===== src/layer_priority_window_blender_assert.svh =====
// ----------------------------------------------------------------------------
// Layer compositor assertion macros
// Shared wrappers for concurrent checks clocked on clk, disabled in reset.
// ----------------------------------------------------------------------------
`ifndef LAYER_PRIORITY_WINDOW_BLENDER_ASSERT_SVH
`define LAYER_PRIORITY_WINDOW_BLENDER_ASSERT_SVH

// Same-cycle implication
`define LPWB_ASSERT_NOW(lbl, ante, cons, msg) \
  lbl: assert property (@(posedge clk) disable iff (rst) (ante) |-> (cons)) else $error(msg);

// Next-cycle implication
`define LPWB_ASSERT_NEXT(lbl, ante, cons, msg) \
  lbl: assert property (@(posedge clk) disable iff (rst) (ante) |=> (cons)) else $error(msg);

`endif


===== src/lpwb_pkg.sv =====
// ----------------------------------------------------------------------------
// lpwb_pkg
// Types, constants and color helpers for the layer compositor.
// ----------------------------------------------------------------------------
package lpwb_pkg;

  localparam logic [2:0] PRIO_EMPTY  = 3'd5;
  localparam logic [2:0] ID_OBJ      = 3'd4;
  localparam logic [2:0] ID_BACKDROP = 3'd5;

  localparam int unsigned MASK_OBJ    = 4;
  localparam int unsigned MASK_EFFECT = 5;
  localparam logic [5:0]  MASK_ALL    = 6'h3F;

  localparam logic [4:0] WEIGHT_MAX = 5'd16;
  localparam logic [7:0] CHAN_MAX   = 8'd255;

  typedef enum logic [2:0] {
    REG_WINDOW_ENABLES     = 3'd0,
    REG_BLEND_CONTROL      = 3'd1,
    REG_BLEND_ALPHA        = 3'd2,
    REG_BLEND_BRIGHTNESS   = 3'd3,
    REG_WINDOW0_BOUNDS     = 3'd4,
    REG_WINDOW1_BOUNDS     = 3'd5,
    REG_WINDOW_LAYER_MASKS = 3'd6,
    REG_BACKDROP_COLOR     = 3'd7
  } reg_idx_t;

  typedef enum logic [1:0] {
    MODE_NONE     = 2'd0,
    MODE_ALPHA    = 2'd1,
    MODE_BRIGHTEN = 2'd2,
    MODE_DARKEN   = 2'd3
  } blend_mode_t;

  typedef struct packed {
    logic [2:0]  window_enables;
    logic [13:0] blend_control;
    logic [12:0] blend_alpha;
    logic [4:0]  blend_brightness;
    logic [31:0] window0_bounds;
    logic [31:0] window1_bounds;
    logic [17:0] window_layer_masks;
    logic [14:0] backdrop_color;
  } cfg_t;

  typedef struct packed {
    logic [7:0]  pixel_x;
    logic [7:0]  line;
    logic [14:0] obj_color;
    logic [2:0]  obj_priority;
    logic [14:0] bg0_color;
    logic [2:0]  bg0_priority;
    logic [14:0] bg1_color;
    logic [2:0]  bg1_priority;
    logic [14:0] bg2_color;
    logic [2:0]  bg2_priority;
    logic [14:0] bg3_color;
    logic [2:0]  bg3_priority;
  } pix_t;

  // Result of layer selection, colors already widened to RGB888
  typedef struct packed {
    logic [23:0] front_color;
    logic [2:0]  top_id;
    logic [23:0] back_color;
    logic [2:0]  bot_id;
  } sel_t;

  function automatic logic [7:0] widen5(input logic [4:0] v);
    return {v, v[4:2]};
  endfunction

  // RGB555 (red in low bits) to RGB888 (red in high byte)
  function automatic logic [23:0] widen555(input logic [14:0] c);
    return {widen5(c[4:0]), widen5(c[9:5]), widen5(c[14:10])};
  endfunction

  function automatic logic [4:0] clamp16(input logic [4:0] v);
    return (v > WEIGHT_MAX) ? WEIGHT_MAX : v;
  endfunction

endpackage


===== src/lpwb_if.sv =====
// ----------------------------------------------------------------------------
// lpwb channel interfaces
// Valid/ready channels for pixels, results and register writes.
// ----------------------------------------------------------------------------
interface lpwb_pix_if;
  logic        valid;
  logic        ready;
  logic [7:0]  pixel_x;
  logic [7:0]  line;
  logic [14:0] obj_color;
  logic [2:0]  obj_priority;
  logic [14:0] bg0_color;
  logic [2:0]  bg0_priority;
  logic [14:0] bg1_color;
  logic [2:0]  bg1_priority;
  logic [14:0] bg2_color;
  logic [2:0]  bg2_priority;
  logic [14:0] bg3_color;
  logic [2:0]  bg3_priority;

  modport source (
    output valid, pixel_x, line, obj_color, obj_priority, bg0_color, bg0_priority,
           bg1_color, bg1_priority, bg2_color, bg2_priority, bg3_color, bg3_priority,
    input  ready
  );
  modport sink (
    input  valid, pixel_x, line, obj_color, obj_priority, bg0_color, bg0_priority,
           bg1_color, bg1_priority, bg2_color, bg2_priority, bg3_color, bg3_priority,
    output ready
  );
endinterface

interface lpwb_res_if;
  logic        valid;
  logic        ready;
  logic [23:0] out_color;

  modport source (output valid, out_color, input ready);
  modport sink (input valid, out_color, output ready);
endinterface

interface lpwb_cfg_if;
  logic        valid;
  logic        ready;
  logic [2:0]  index;
  logic [31:0] data;

  modport source (output valid, index, data, input ready);
  modport sink (input valid, index, data, output ready);
endinterface


===== src/lpwb_window.sv =====
// ----------------------------------------------------------------------------
// lpwb_window
// Window hit test; picks the 6-bit layer/effect mask for one pixel.
// ----------------------------------------------------------------------------
module lpwb_window
  import lpwb_pkg::*;
(
  input  cfg_t       cfg,
  input  logic [7:0] pixel_x,
  input  logic [7:0] line,
  output logic [5:0] mask
);

  function automatic logic in_span(input logic [7:0] c, input logic [7:0] lo,
                                   input logic [7:0] hi);
    if (lo <= hi) begin
      return (c >= lo) && (c < hi);
    end
    return (c >= lo) || (c < hi);
  endfunction

  function automatic logic in_win(input logic [31:0] b, input logic [7:0] x,
                                  input logic [7:0] y);
    return in_span(x, b[15:8], b[7:0]) && in_span(y, b[31:24], b[23:16]);
  endfunction

  logic hit0;
  logic hit1;

  assign hit0 = cfg.window_enables[0] && in_win(cfg.window0_bounds, pixel_x, line);
  assign hit1 = cfg.window_enables[1] && in_win(cfg.window1_bounds, pixel_x, line);

  always_comb begin
    priority if (cfg.window_enables == 3'b000) begin
      mask = MASK_ALL;
    end else if (hit0) begin
      mask = cfg.window_layer_masks[5:0];
    end else if (hit1) begin
      mask = cfg.window_layer_masks[11:6];
    end else begin
      // object window never hits; outside mask
      mask = cfg.window_layer_masks[17:12];
    end
  end

endmodule


===== src/lpwb_layer_sel.sv =====
// ----------------------------------------------------------------------------
// lpwb_layer_sel
// Picks top and second layer among enabled, opaque layers.
// ----------------------------------------------------------------------------
module lpwb_layer_sel
  import lpwb_pkg::*;
(
  input  pix_t        pix,
  input  logic [5:0]  mask,
  input  logic [14:0] backdrop_color,
  output sel_t        sel
);

  logic [23:0] bg_c [4];
  logic [2:0]  bg_p [4];
  logic [23:0] obj_c;
  logic [2:0]  top_p;

  assign bg_c[0] = widen555(pix.bg0_color);
  assign bg_c[1] = widen555(pix.bg1_color);
  assign bg_c[2] = widen555(pix.bg2_color);
  assign bg_c[3] = widen555(pix.bg3_color);
  assign bg_p[0] = pix.bg0_priority;
  assign bg_p[1] = pix.bg1_priority;
  assign bg_p[2] = pix.bg2_priority;
  assign bg_p[3] = pix.bg3_priority;
  assign obj_c   = widen555(pix.obj_color);

  always_comb begin
    sel.front_color = widen555(backdrop_color);
    sel.back_color  = sel.front_color;
    sel.top_id      = ID_BACKDROP;
    sel.bot_id      = ID_BACKDROP;
    top_p           = PRIO_EMPTY;

    if (mask[MASK_OBJ] && pix.obj_priority < top_p) begin
      top_p           = pix.obj_priority;
      sel.front_color = obj_c;
      sel.top_id      = ID_OBJ;
    end

    // BG0..BG3 in order: a front layer pushes the old top down, an opaque
    // layer behind it overwrites the second slot
    for (int b = 0; b < 4; b++) begin
      if (mask[b]) begin
        if (bg_p[b] < top_p) begin
          sel.back_color  = sel.front_color;
          sel.bot_id      = sel.top_id;
          top_p           = bg_p[b];
          sel.front_color = bg_c[b];
          sel.top_id      = 3'(b);
        end else if (bg_p[b] < PRIO_EMPTY) begin
          sel.back_color = bg_c[b];
          sel.bot_id     = 3'(b);
        end
      end
    end

    if (sel.top_id != ID_OBJ && mask[MASK_OBJ] && pix.obj_priority < PRIO_EMPTY &&
        pix.obj_priority >= top_p) begin
      sel.back_color = obj_c;
      sel.bot_id     = ID_OBJ;
    end
  end

endmodule


===== src/lpwb_effect.sv =====
// ----------------------------------------------------------------------------
// lpwb_effect
// Alpha blend, brighten and darken on RGB888 channels.
// ----------------------------------------------------------------------------
module lpwb_effect
  import lpwb_pkg::*;
(
  input  cfg_t        cfg,
  input  sel_t        sel,
  input  logic        effect_en,
  output logic [23:0] color
);

  blend_mode_t mode;
  logic [5:0]  first_tgt;
  logic [5:0]  second_tgt;
  logic [4:0]  wa;
  logic [4:0]  wb;
  logic [4:0]  f;
  logic        is_first;
  logic        is_second;
  logic [23:0] alpha_c;
  logic [23:0] bright_c;
  logic [23:0] dark_c;

  assign mode       = blend_mode_t'(cfg.blend_control[7:6]);
  assign first_tgt  = cfg.blend_control[5:0];
  assign second_tgt = cfg.blend_control[13:8];
  assign wa         = clamp16(cfg.blend_alpha[4:0]);
  assign wb         = clamp16(cfg.blend_alpha[12:8]);
  assign f          = clamp16(cfg.blend_brightness);
  assign is_first   = first_tgt[sel.top_id];
  assign is_second  = second_tgt[sel.bot_id];

  always_comb begin
    logic [7:0]  c1;
    logic [7:0]  c2;
    logic [13:0] sum;
    logic [9:0]  q;
    logic [12:0] prod;
    for (int k = 0; k < 3; k++) begin
      c1  = sel.front_color[8*k +: 8];
      c2  = sel.back_color[8*k +: 8];
      sum = 14'(c1 * wa) + 14'(c2 * wb);
      q   = sum[13:4];
      alpha_c[8*k +: 8] = (q > 10'(CHAN_MAX)) ? CHAN_MAX : q[7:0];
      prod = 13'((CHAN_MAX - c1) * f);
      bright_c[8*k +: 8] = c1 + prod[11:4];
      prod = 13'(c1 * f);
      dark_c[8*k +: 8] = c1 - prod[11:4];
    end
  end

  always_comb begin
    color = sel.front_color;
    if (effect_en && is_first) begin
      unique case (mode)
        MODE_ALPHA: begin
          if (is_second) begin
            color = alpha_c;
          end
        end
        MODE_BRIGHTEN: color = bright_c;
        MODE_DARKEN:   color = dark_c;
        MODE_NONE:     color = sel.front_color;
      endcase
    end
  end

endmodule


===== src/layer_priority_window_blender.sv =====
// ----------------------------------------------------------------------------
// layer_priority_window_blender
// Per-pixel compositor: window mask, layer priority, color effects, RGB888.
// ----------------------------------------------------------------------------
//  channel | dir | payload                                     | accept
//  --------+-----+---------------------------------------------+-------------
//  pix     | in  | pixel_x, line, obj/bg0..bg3 color+priority  | valid&ready
//  res     | out | out_color (RGB888, red in 23:16)            | valid&ready
//  cfg     | in  | index (register), data                      | valid&ready
//
//  One pixel word per clock while res is taken; input reg, then result reg.
//  All compositing sits between those two registers in one pass.
//  cfg is always ready; writes take effect on the next cycle.
//  Synchronous reset clears the config registers and both valid flags.
//  A stalled result holds; the input register still fills behind it.
// ----------------------------------------------------------------------------
`include "layer_priority_window_blender_assert.svh"

module layer_priority_window_blender
  import lpwb_pkg::*;
(
  input logic        clk,
  input logic        rst,
  lpwb_cfg_if.sink   cfg,
  lpwb_pix_if.sink   pix,
  lpwb_res_if.source res
);

  cfg_t        regs;
  pix_t        s1_pix;
  logic        s1_valid;
  logic        o_valid;
  logic [23:0] out_color;
  logic        advance;
  logic [5:0]  win_mask;
  sel_t        sel;
  logic [23:0] color_next;

  assign cfg.ready = 1'b1;

  always_ff @(posedge clk) begin
    if (rst) begin
      regs <= '0;
    end else if (cfg.valid) begin
      unique case (reg_idx_t'(cfg.index))
        REG_WINDOW_ENABLES:     regs.window_enables     <= cfg.data[2:0];
        REG_BLEND_CONTROL:      regs.blend_control      <= cfg.data[13:0];
        REG_BLEND_ALPHA:        regs.blend_alpha        <= cfg.data[12:0];
        REG_BLEND_BRIGHTNESS:   regs.blend_brightness   <= cfg.data[4:0];
        REG_WINDOW0_BOUNDS:     regs.window0_bounds     <= cfg.data;
        REG_WINDOW1_BOUNDS:     regs.window1_bounds     <= cfg.data;
        REG_WINDOW_LAYER_MASKS: regs.window_layer_masks <= cfg.data[17:0];
        REG_BACKDROP_COLOR:     regs.backdrop_color     <= cfg.data[14:0];
      endcase
    end
  end

  assign advance   = !o_valid || res.ready;
  assign pix.ready = !s1_valid || advance;

  always_ff @(posedge clk) begin
    if (rst) begin
      s1_valid <= 1'b0;
      o_valid  <= 1'b0;
    end else begin
      if (pix.ready) begin
        s1_valid <= pix.valid;
      end
      if (advance) begin
        o_valid <= s1_valid;
      end
    end
  end

  always_ff @(posedge clk) begin
    if (pix.ready && pix.valid) begin
      s1_pix <= '{pixel_x:      pix.pixel_x,
                  line:         pix.line,
                  obj_color:    pix.obj_color,
                  obj_priority: pix.obj_priority,
                  bg0_color:    pix.bg0_color,
                  bg0_priority: pix.bg0_priority,
                  bg1_color:    pix.bg1_color,
                  bg1_priority: pix.bg1_priority,
                  bg2_color:    pix.bg2_color,
                  bg2_priority: pix.bg2_priority,
                  bg3_color:    pix.bg3_color,
                  bg3_priority: pix.bg3_priority};
    end
    if (advance && s1_valid) begin
      out_color <= color_next;
    end
  end

  lpwb_window u_window (
    .cfg     (regs),
    .pixel_x (s1_pix.pixel_x),
    .line    (s1_pix.line),
    .mask    (win_mask)
  );

  lpwb_layer_sel u_layer_sel (
    .pix            (s1_pix),
    .mask           (win_mask),
    .backdrop_color (regs.backdrop_color),
    .sel            (sel)
  );

  lpwb_effect u_effect (
    .cfg       (regs),
    .sel       (sel),
    .effect_en (win_mask[MASK_EFFECT]),
    .color     (color_next)
  );

  assign res.valid     = o_valid;
  assign res.out_color = out_color;

  `LPWB_ASSERT_NEXT(a_stage_moves, s1_valid && advance, o_valid,
                    "pixel in input register lost on advance")
  `LPWB_ASSERT_NOW(a_ready_low_full, !pix.ready, s1_valid && o_valid && !res.ready,
                   "input stalled while pipeline has room")
  `LPWB_ASSERT_NOW(a_no_window_mask, s1_valid && regs.window_enables == 3'b000,
                   win_mask == MASK_ALL, "windowing off but mask restricted")

endmodule


===== src/flat_wrapper.sv =====
// flat-port wrapper written by rule: the top's interface ports become plain ports
module layer_priority_window_blender_flat import lpwb_pkg::*;
  (clk, rst, cfg_valid, cfg_index, cfg_data, cfg_ready, pix_valid, pix_pixel_x, pix_line, pix_obj_color, pix_obj_priority, pix_bg0_color, pix_bg0_priority, pix_bg1_color, pix_bg1_priority, pix_bg2_color, pix_bg2_priority, pix_bg3_color, pix_bg3_priority, pix_ready, res_valid, res_out_color, res_ready);
  lpwb_cfg_if cfg_i ();
  lpwb_pix_if pix_i ();
  lpwb_res_if res_i ();
  input logic clk;
  input logic rst;
  input wire logic [$bits(cfg_i.valid)-1:0] cfg_valid;
  input wire logic [$bits(cfg_i.index)-1:0] cfg_index;
  input wire logic [$bits(cfg_i.data)-1:0] cfg_data;
  output wire logic [$bits(cfg_i.ready)-1:0] cfg_ready;
  input wire logic [$bits(pix_i.valid)-1:0] pix_valid;
  input wire logic [$bits(pix_i.pixel_x)-1:0] pix_pixel_x;
  input wire logic [$bits(pix_i.line)-1:0] pix_line;
  input wire logic [$bits(pix_i.obj_color)-1:0] pix_obj_color;
  input wire logic [$bits(pix_i.obj_priority)-1:0] pix_obj_priority;
  input wire logic [$bits(pix_i.bg0_color)-1:0] pix_bg0_color;
  input wire logic [$bits(pix_i.bg0_priority)-1:0] pix_bg0_priority;
  input wire logic [$bits(pix_i.bg1_color)-1:0] pix_bg1_color;
  input wire logic [$bits(pix_i.bg1_priority)-1:0] pix_bg1_priority;
  input wire logic [$bits(pix_i.bg2_color)-1:0] pix_bg2_color;
  input wire logic [$bits(pix_i.bg2_priority)-1:0] pix_bg2_priority;
  input wire logic [$bits(pix_i.bg3_color)-1:0] pix_bg3_color;
  input wire logic [$bits(pix_i.bg3_priority)-1:0] pix_bg3_priority;
  output wire logic [$bits(pix_i.ready)-1:0] pix_ready;
  output wire logic [$bits(res_i.valid)-1:0] res_valid;
  output wire logic [$bits(res_i.out_color)-1:0] res_out_color;
  input wire logic [$bits(res_i.ready)-1:0] res_ready;
  assign cfg_i.valid = cfg_valid;
  assign cfg_i.index = cfg_index;
  assign cfg_i.data = cfg_data;
  assign cfg_ready = cfg_i.ready;
  assign pix_i.valid = pix_valid;
  assign pix_i.pixel_x = pix_pixel_x;
  assign pix_i.line = pix_line;
  assign pix_i.obj_color = pix_obj_color;
  assign pix_i.obj_priority = pix_obj_priority;
  assign pix_i.bg0_color = pix_bg0_color;
  assign pix_i.bg0_priority = pix_bg0_priority;
  assign pix_i.bg1_color = pix_bg1_color;
  assign pix_i.bg1_priority = pix_bg1_priority;
  assign pix_i.bg2_color = pix_bg2_color;
  assign pix_i.bg2_priority = pix_bg2_priority;
  assign pix_i.bg3_color = pix_bg3_color;
  assign pix_i.bg3_priority = pix_bg3_priority;
  assign pix_ready = pix_i.ready;
  assign res_valid = res_i.valid;
  assign res_out_color = res_i.out_color;
  assign res_i.ready = res_ready;
  layer_priority_window_blender u_core (.clk(clk), .rst(rst), .cfg(cfg_i), .pix(pix_i), .res(res_i));
endmodule

===== config.mk =====
export PLATFORM = sky130hd
export DESIGN_NAME = layer_priority_window_blender_flat
export DESIGN_NICKNAME = d
export VERILOG_FILES = /design/src/lpwb_pkg.sv /design/src/lpwb_if.sv /design/src/lpwb_window.sv /design/src/lpwb_layer_sel.sv /design/src/lpwb_effect.sv /design/src/layer_priority_window_blender.sv /design/src/flat_wrapper.sv
export VERILOG_INCLUDE_DIRS = /design/src /design/src/src
export SDC_FILE = /design/constraint.sdc
export NUM_CORES = 2
export LEC_CHECK = 0
export ABC_AREA = 1
export BUFFER_PORTS_ARGS = -buffer_cell sky130_fd_sc_hd__clkbuf_2
export CORE_UTILIZATION = 25
export DETAILED_ROUTE_END_ITERATION = 7
export GPL_ROUTABILITY_DRIVEN = 0
export GPL_TIMING_DRIVEN = 1
export SYNTH_ARGS = -nofsm -noshare
export SYNTH_HDL_FRONTEND = slang
export SYNTH_SLANG_ARGS = --single-unit

===== constraint.sdc =====
create_clock -name clk -period 13.25 [get_ports clk]
set_input_delay 2.65 -clock clk [delete_from_list [all_inputs] [get_ports clk]]
set_output_delay 2.65 -clock clk [all_outputs]
set_load 0.005 [all_outputs]

==> summary.md <==
| Metric | Value |
|---|---|
| Status | `finished, final reports clean` |
| Worst Tran Pin Value | `1.09 ns` |
| Maximum net fanout on the critical path | `43` |
| Hold Crit Class | `reg -> reg` |
| Areal power density over the cells | `approximately 100 nW/µm²` |
| Time the worst path needs with I/O delays and setup | `12.06 ns` |
| Fillcell total | `12.9k` |
| Number of DRC markers in iteration 0 | `1701` |
| Synth area leader | `sky130_fd_sc_hd__fa_1` |
| Post-detailed-route DRC marker count | `0` |
| Number of clock sinks | `261` |
| Leak | `16.3 nW` |
| Maximum number of pins on one net before global-route repair | `96` |
| Max-slew violation total from the final report | `0` |
| Critical path type | `reg -> reg` |
| Final count of hold timing violations | `0` |
| Net count of the finished layout | `4767` |
| Main area contributors after synthesis | `sky130_fd_sc_hd__fa_1 (17%), sky130_fd_sc_hd__ha_1 (14%), sky130_fd_sc_hd__edfxtp_1 (13%)` |
| Chip Height | `348 µm` |
| Initial Utilization | `25.2%` |
| Avg Inst Size Synth | `7.62 µm²` |
| Launch instance of the worst min-delay path | `u_core.regs[117]` |
| CP endpoint kind | `flip-flop` |
| Layout cells sized above 1 | `under 10%` |
| Pre-CTS worst setup slack | `0.728 ns` |
| Number of nets produced by synthesis | `between 4k and 5k` |
| Most used flip-flop cell after synthesis | `sky130_fd_sc_hd__dfxtp_1` |
| Number of detailed-routing iterations run before antenna repair | `5` |
| Buffers on Ports | `~170` |
| Via count of the first global-routing pass | `25.3k` |
| Die boundary width | `348 µm` |
| FF-to-FF path depth | `75` |
| Hold Slack | `0.464 ns` |
| Nature of the critical path startpoint | `flip-flop` |
| Overall fraction of global-route tracks in use | `between 10% and 20%` |
| Count of mapped cells out of synthesis | `3914` |
| Remaining Overflow, GRT | `0` |
| Layout-stage area growth over the synthesis result | `12.0%` |
| Warnings from Yosys | `0` |
| Detailed-placement wirelength estimate | `76.4 mm` |
| TritonCTS clock tree | `done` |
| Full die area | `121000 µm²` |
| Clock skew | `0.0343 ns` |
| Required time at the endpoint of the critical path | `13.74 ns` |
| CP peak stage delay | `0.54 ns` |
| Max frequency | `82.9 MHz` |
| Via count of the routed design | `about 26k` |
| Final number of setup-violating endpoints | `0` |
| Clock latency at the later pin of the worst-skew pair | `0.63 ns` |
| Cell with the largest stage delay on the worst path | `sky130_fd_sc_hd__fa_1` |
| Post-synth top area share | `~17%` |
| Root Buffer | `sky130_fd_sc_hd__clkbuf_16` |
| Netlist cell types | `67` |
| Maximum count of clock buffers along a single path | `3` |
| Sequential area share after synthesis | `about 22%` |
| Peak supply drop | `111 µV` |
| Crit path arrival time | `12.55 ns` |
| WHS Path Cells | `2` |
| Core Area | `roughly 120000 µm²` |
| Max-capacitance violation count | `0` |
| Most used cell, CP | `sky130_fd_sc_hd__nand2_1` |
| Post-Route WL | `93.3 mm` |
| RSZ-0062 raised after global routing | `false` |
| Mapped Area | `between 20000 and 30000 µm²` |
| Share of flip-flops with an asynchronous set or reset | `0%` |
| Row cnt | `126` |
| Per-cell routed wire length | `16.7 µm` |
| Global-route wire length before repair | `145 mm` |
| Boundary pin count | `approximately 170` |
| CTS Hold Bufs | `0` |
| DRT antenna net count | `0` |
| Worst-case register-to-register setup slack | `approximately 1.2 ns` |
| Setup slack after layout | `1.19 ns` |
| Fin crit share | `91.0%` |
| Worst hold path endpoint | `u_core.regs[117]` |
| EDFF count, synth | `130` |
| Num CTS Buffers | `31` |
| Tightest slew margin relative to the limit | `27.5%` |
| Post-route setup TNS | `0 ns` |
| Antenna violations before repair | `0` |
| Core utilization of the finished layout | `28.3%` |
| Launch point of the worst reg-to-reg path | `u_core.s1_pix[93]` |
| Final cell area excluding filler cells | `33400 µm²` |
| Capturing point of the worst reg2reg path | `u_core.res.out_color[23]` |
| Placed cell area | `32400 µm²` |
| Number of levels the H-tree was split into | `1` |
| Via-to-Cell Ratio | `between 4 and 5` |
| Clock Pin Slew Worst Setup and Hold Paths | `around 0.060 ns` |
| Diode count | `0` |
| Flops & latches, synth | `261` |
==> power breakdown <==
group / internal [W] / switching, W / total [W]
Combinational: 0.000509 / 0.00106 / 0.00157
Sequential: 0.000910 / 0.0000356 / 0.000946
Clock: 0.000495 / 0.000370 / 0.000864
==> kinds of logic (layout without fill, tap and decap cells) <==
kind of cell / after synthesis / in the layout / synth area share (%)
flops: 261 / 261 / 21.9
buf+inv: 871 / 1012 / 11.1
mux: 7 / 7 / 0.235
other cells: 1 / 1 / 0.0126
simple gates: 1517 / 1517 / 21.2
compound gates: 600 / 600 / 12.5
xor+xnor: 66 / 66 / 1.94
fa+ha+maj: 591 / 591 / 31.2
==> sequential cells by signal (all words and copies together) (netlist names) <==
signal / cells
u_core.s1_pix: 106
u_core.res.out_color: 24
u_core.res.valid: 1
u_core.s1_valid: 1
u_core.regs: 129
==> cell type report <==
| type | count | area, µm² | share of cell area [%] |
|---|---|---|---|
| Timing Repair Buffer | 202 | 1090 | 3.26 |
| Sequential cell | 261 | 6530 | 19.5 |
| Inverter | 752 | 2850 | 8.51 |
| Clock buffer | 43 | 861 | 2.58 |
| Multi-Input combinational cell | 2782 | 20000 | 59.9 |
| Clock inverter | 15 | 155 | 0.464 |
| Tap cell | 1536 | 1920 | 5.75 |
==> cells in the mapped netlist, types with 9 or more instances <==
master and count:
sky130_fd_sc_hd__nand2_1 783, sky130_fd_sc_hd__inv_1 717, sky130_fd_sc_hd__nor2_1 483, sky130_fd_sc_hd__ha_1 336
sky130_fd_sc_hd__fa_1 255, sky130_fd_sc_hd__a21oi_1 173, sky130_fd_sc_hd__o21ai_0 158, sky130_fd_sc_hd__dfxtp_1 131
sky130_fd_sc_hd__edfxtp_1 130, sky130_fd_sc_hd__a211oi_1 109, sky130_fd_sc_hd__clkbuf_1 94, sky130_fd_sc_hd__nand3_1 92
sky130_fd_sc_hd__xor2_1 41, sky130_fd_sc_hd__nor3_1 34, sky130_fd_sc_hd__nand4_1 33, sky130_fd_sc_hd__a221oi_1 26
sky130_fd_sc_hd__xnor2_1 25, sky130_fd_sc_hd__nand2_2 22, sky130_fd_sc_hd__o211ai_1 22, sky130_fd_sc_hd__o22ai_1 20
sky130_fd_sc_hd__inv_2 18, sky130_fd_sc_hd__clkinv_1 16, sky130_fd_sc_hd__or2_2 16, sky130_fd_sc_hd__buf_2 13
sky130_fd_sc_hd__o21ai_1 13, sky130_fd_sc_hd__nor2_2 12, sky130_fd_sc_hd__o21bai_1 12, sky130_fd_sc_hd__o221ai_1 10
sky130_fd_sc_hd__a31oi_1 9, sky130_fd_sc_hd__nand3_2 9, sky130_fd_sc_hd__nand3b_1 9
==> what timing repair did <==
item                       4_1_cts  5_1_grt
resized for setup                0       12
setup buffers                    0        0
hold endpoints to repair         0        0
setup endpoints to repair        0       24
==> through the flow <==
| step | total power (W) | instances |
|---|---|---|
| after global placement | 0.00249 | 5533 |
| final | 0.00338 | 5591 |
| after detailed placement | 0.00251 | 5533 |
| after global routing | 0.00363 | 5591 |
| after floorplan | 0.00205 | 3914 |
| after CTS | 0.00339 | 5591 |
==> worst max-delay path, delay by kind of cell, from the launching register on <==
kind,cells,cell delay [ns]
AND/OR/NAND/NOR,45,4.55
adder cells (fa/ha/maj),9,3.23
buffers and inverters,12,1.66
AO/OA/AOI/OAI,7,1.55
flip-flops,1,0.47
XOR/XNOR,2,0.40
==> worst max-delay path by stage <==
stage / cells past startpoint / slack [ns] / end / start
after floorplan: 77 / 0.64 / u_core.res.out_color[1] / u_core.s1_pix[97]
after global placement: 70 / 0.90 / u_core.res.out_color[8] / u_core.s1_pix[93]
after detailed placement: 67 / 0.73 / u_core.res.out_color[8] / u_core.s1_pix[97]
after CTS: 67 / 0.68 / u_core.res.out_color[8] / u_core.s1_pix[97]
after global routing: 72 / 0.07 / u_core.res.out_color[1] / u_core.s1_pix[93]
final: 75 / 1.19 / u_core.res.out_color[23] / u_core.s1_pix[93]
==> per-layer routing <==
layer / part of all wire [%] / vias to the layer above / GRT usage, %
li1: - / 12806 / -
met1: 45 / 12034 / 20.4
met2: 46 / 791 / 25.2
met3: 6.1 / 133 / 2.17
met4: 3.2 / 0 / 4.85
met5: 0 / - / 0
==> cells in the final DEF (no fill, tap or decap), types with 22 or more instances in the layout <==
cell	count
sky130_fd_sc_hd__ha_1	336
sky130_fd_sc_hd__fa_1	255
sky130_fd_sc_hd__buf_4	32
sky130_fd_sc_hd__a211oi_1	109
sky130_fd_sc_hd__nand2_2	23
sky130_fd_sc_hd__xor2_1	41
sky130_fd_sc_hd__o211ai_1	22
sky130_fd_sc_hd__a221oi_1	26
sky130_fd_sc_hd__clkbuf_16	31
sky130_fd_sc_hd__inv_1	716
sky130_fd_sc_hd__clkbuf_2	170
sky130_fd_sc_hd__dfxtp_1	131
sky130_fd_sc_hd__nand3_1	92
sky130_fd_sc_hd__xnor2_1	25
sky130_fd_sc_hd__o21ai_0	151
sky130_fd_sc_hd__nor2_1	483
sky130_fd_sc_hd__edfxtp_1	130
sky130_fd_sc_hd__nand2_1	781
sky130_fd_sc_hd__nand4_1	33
sky130_fd_sc_hd__nor3_1	34
sky130_fd_sc_hd__a21oi_1	171
(Power assumes the default switching activity.)
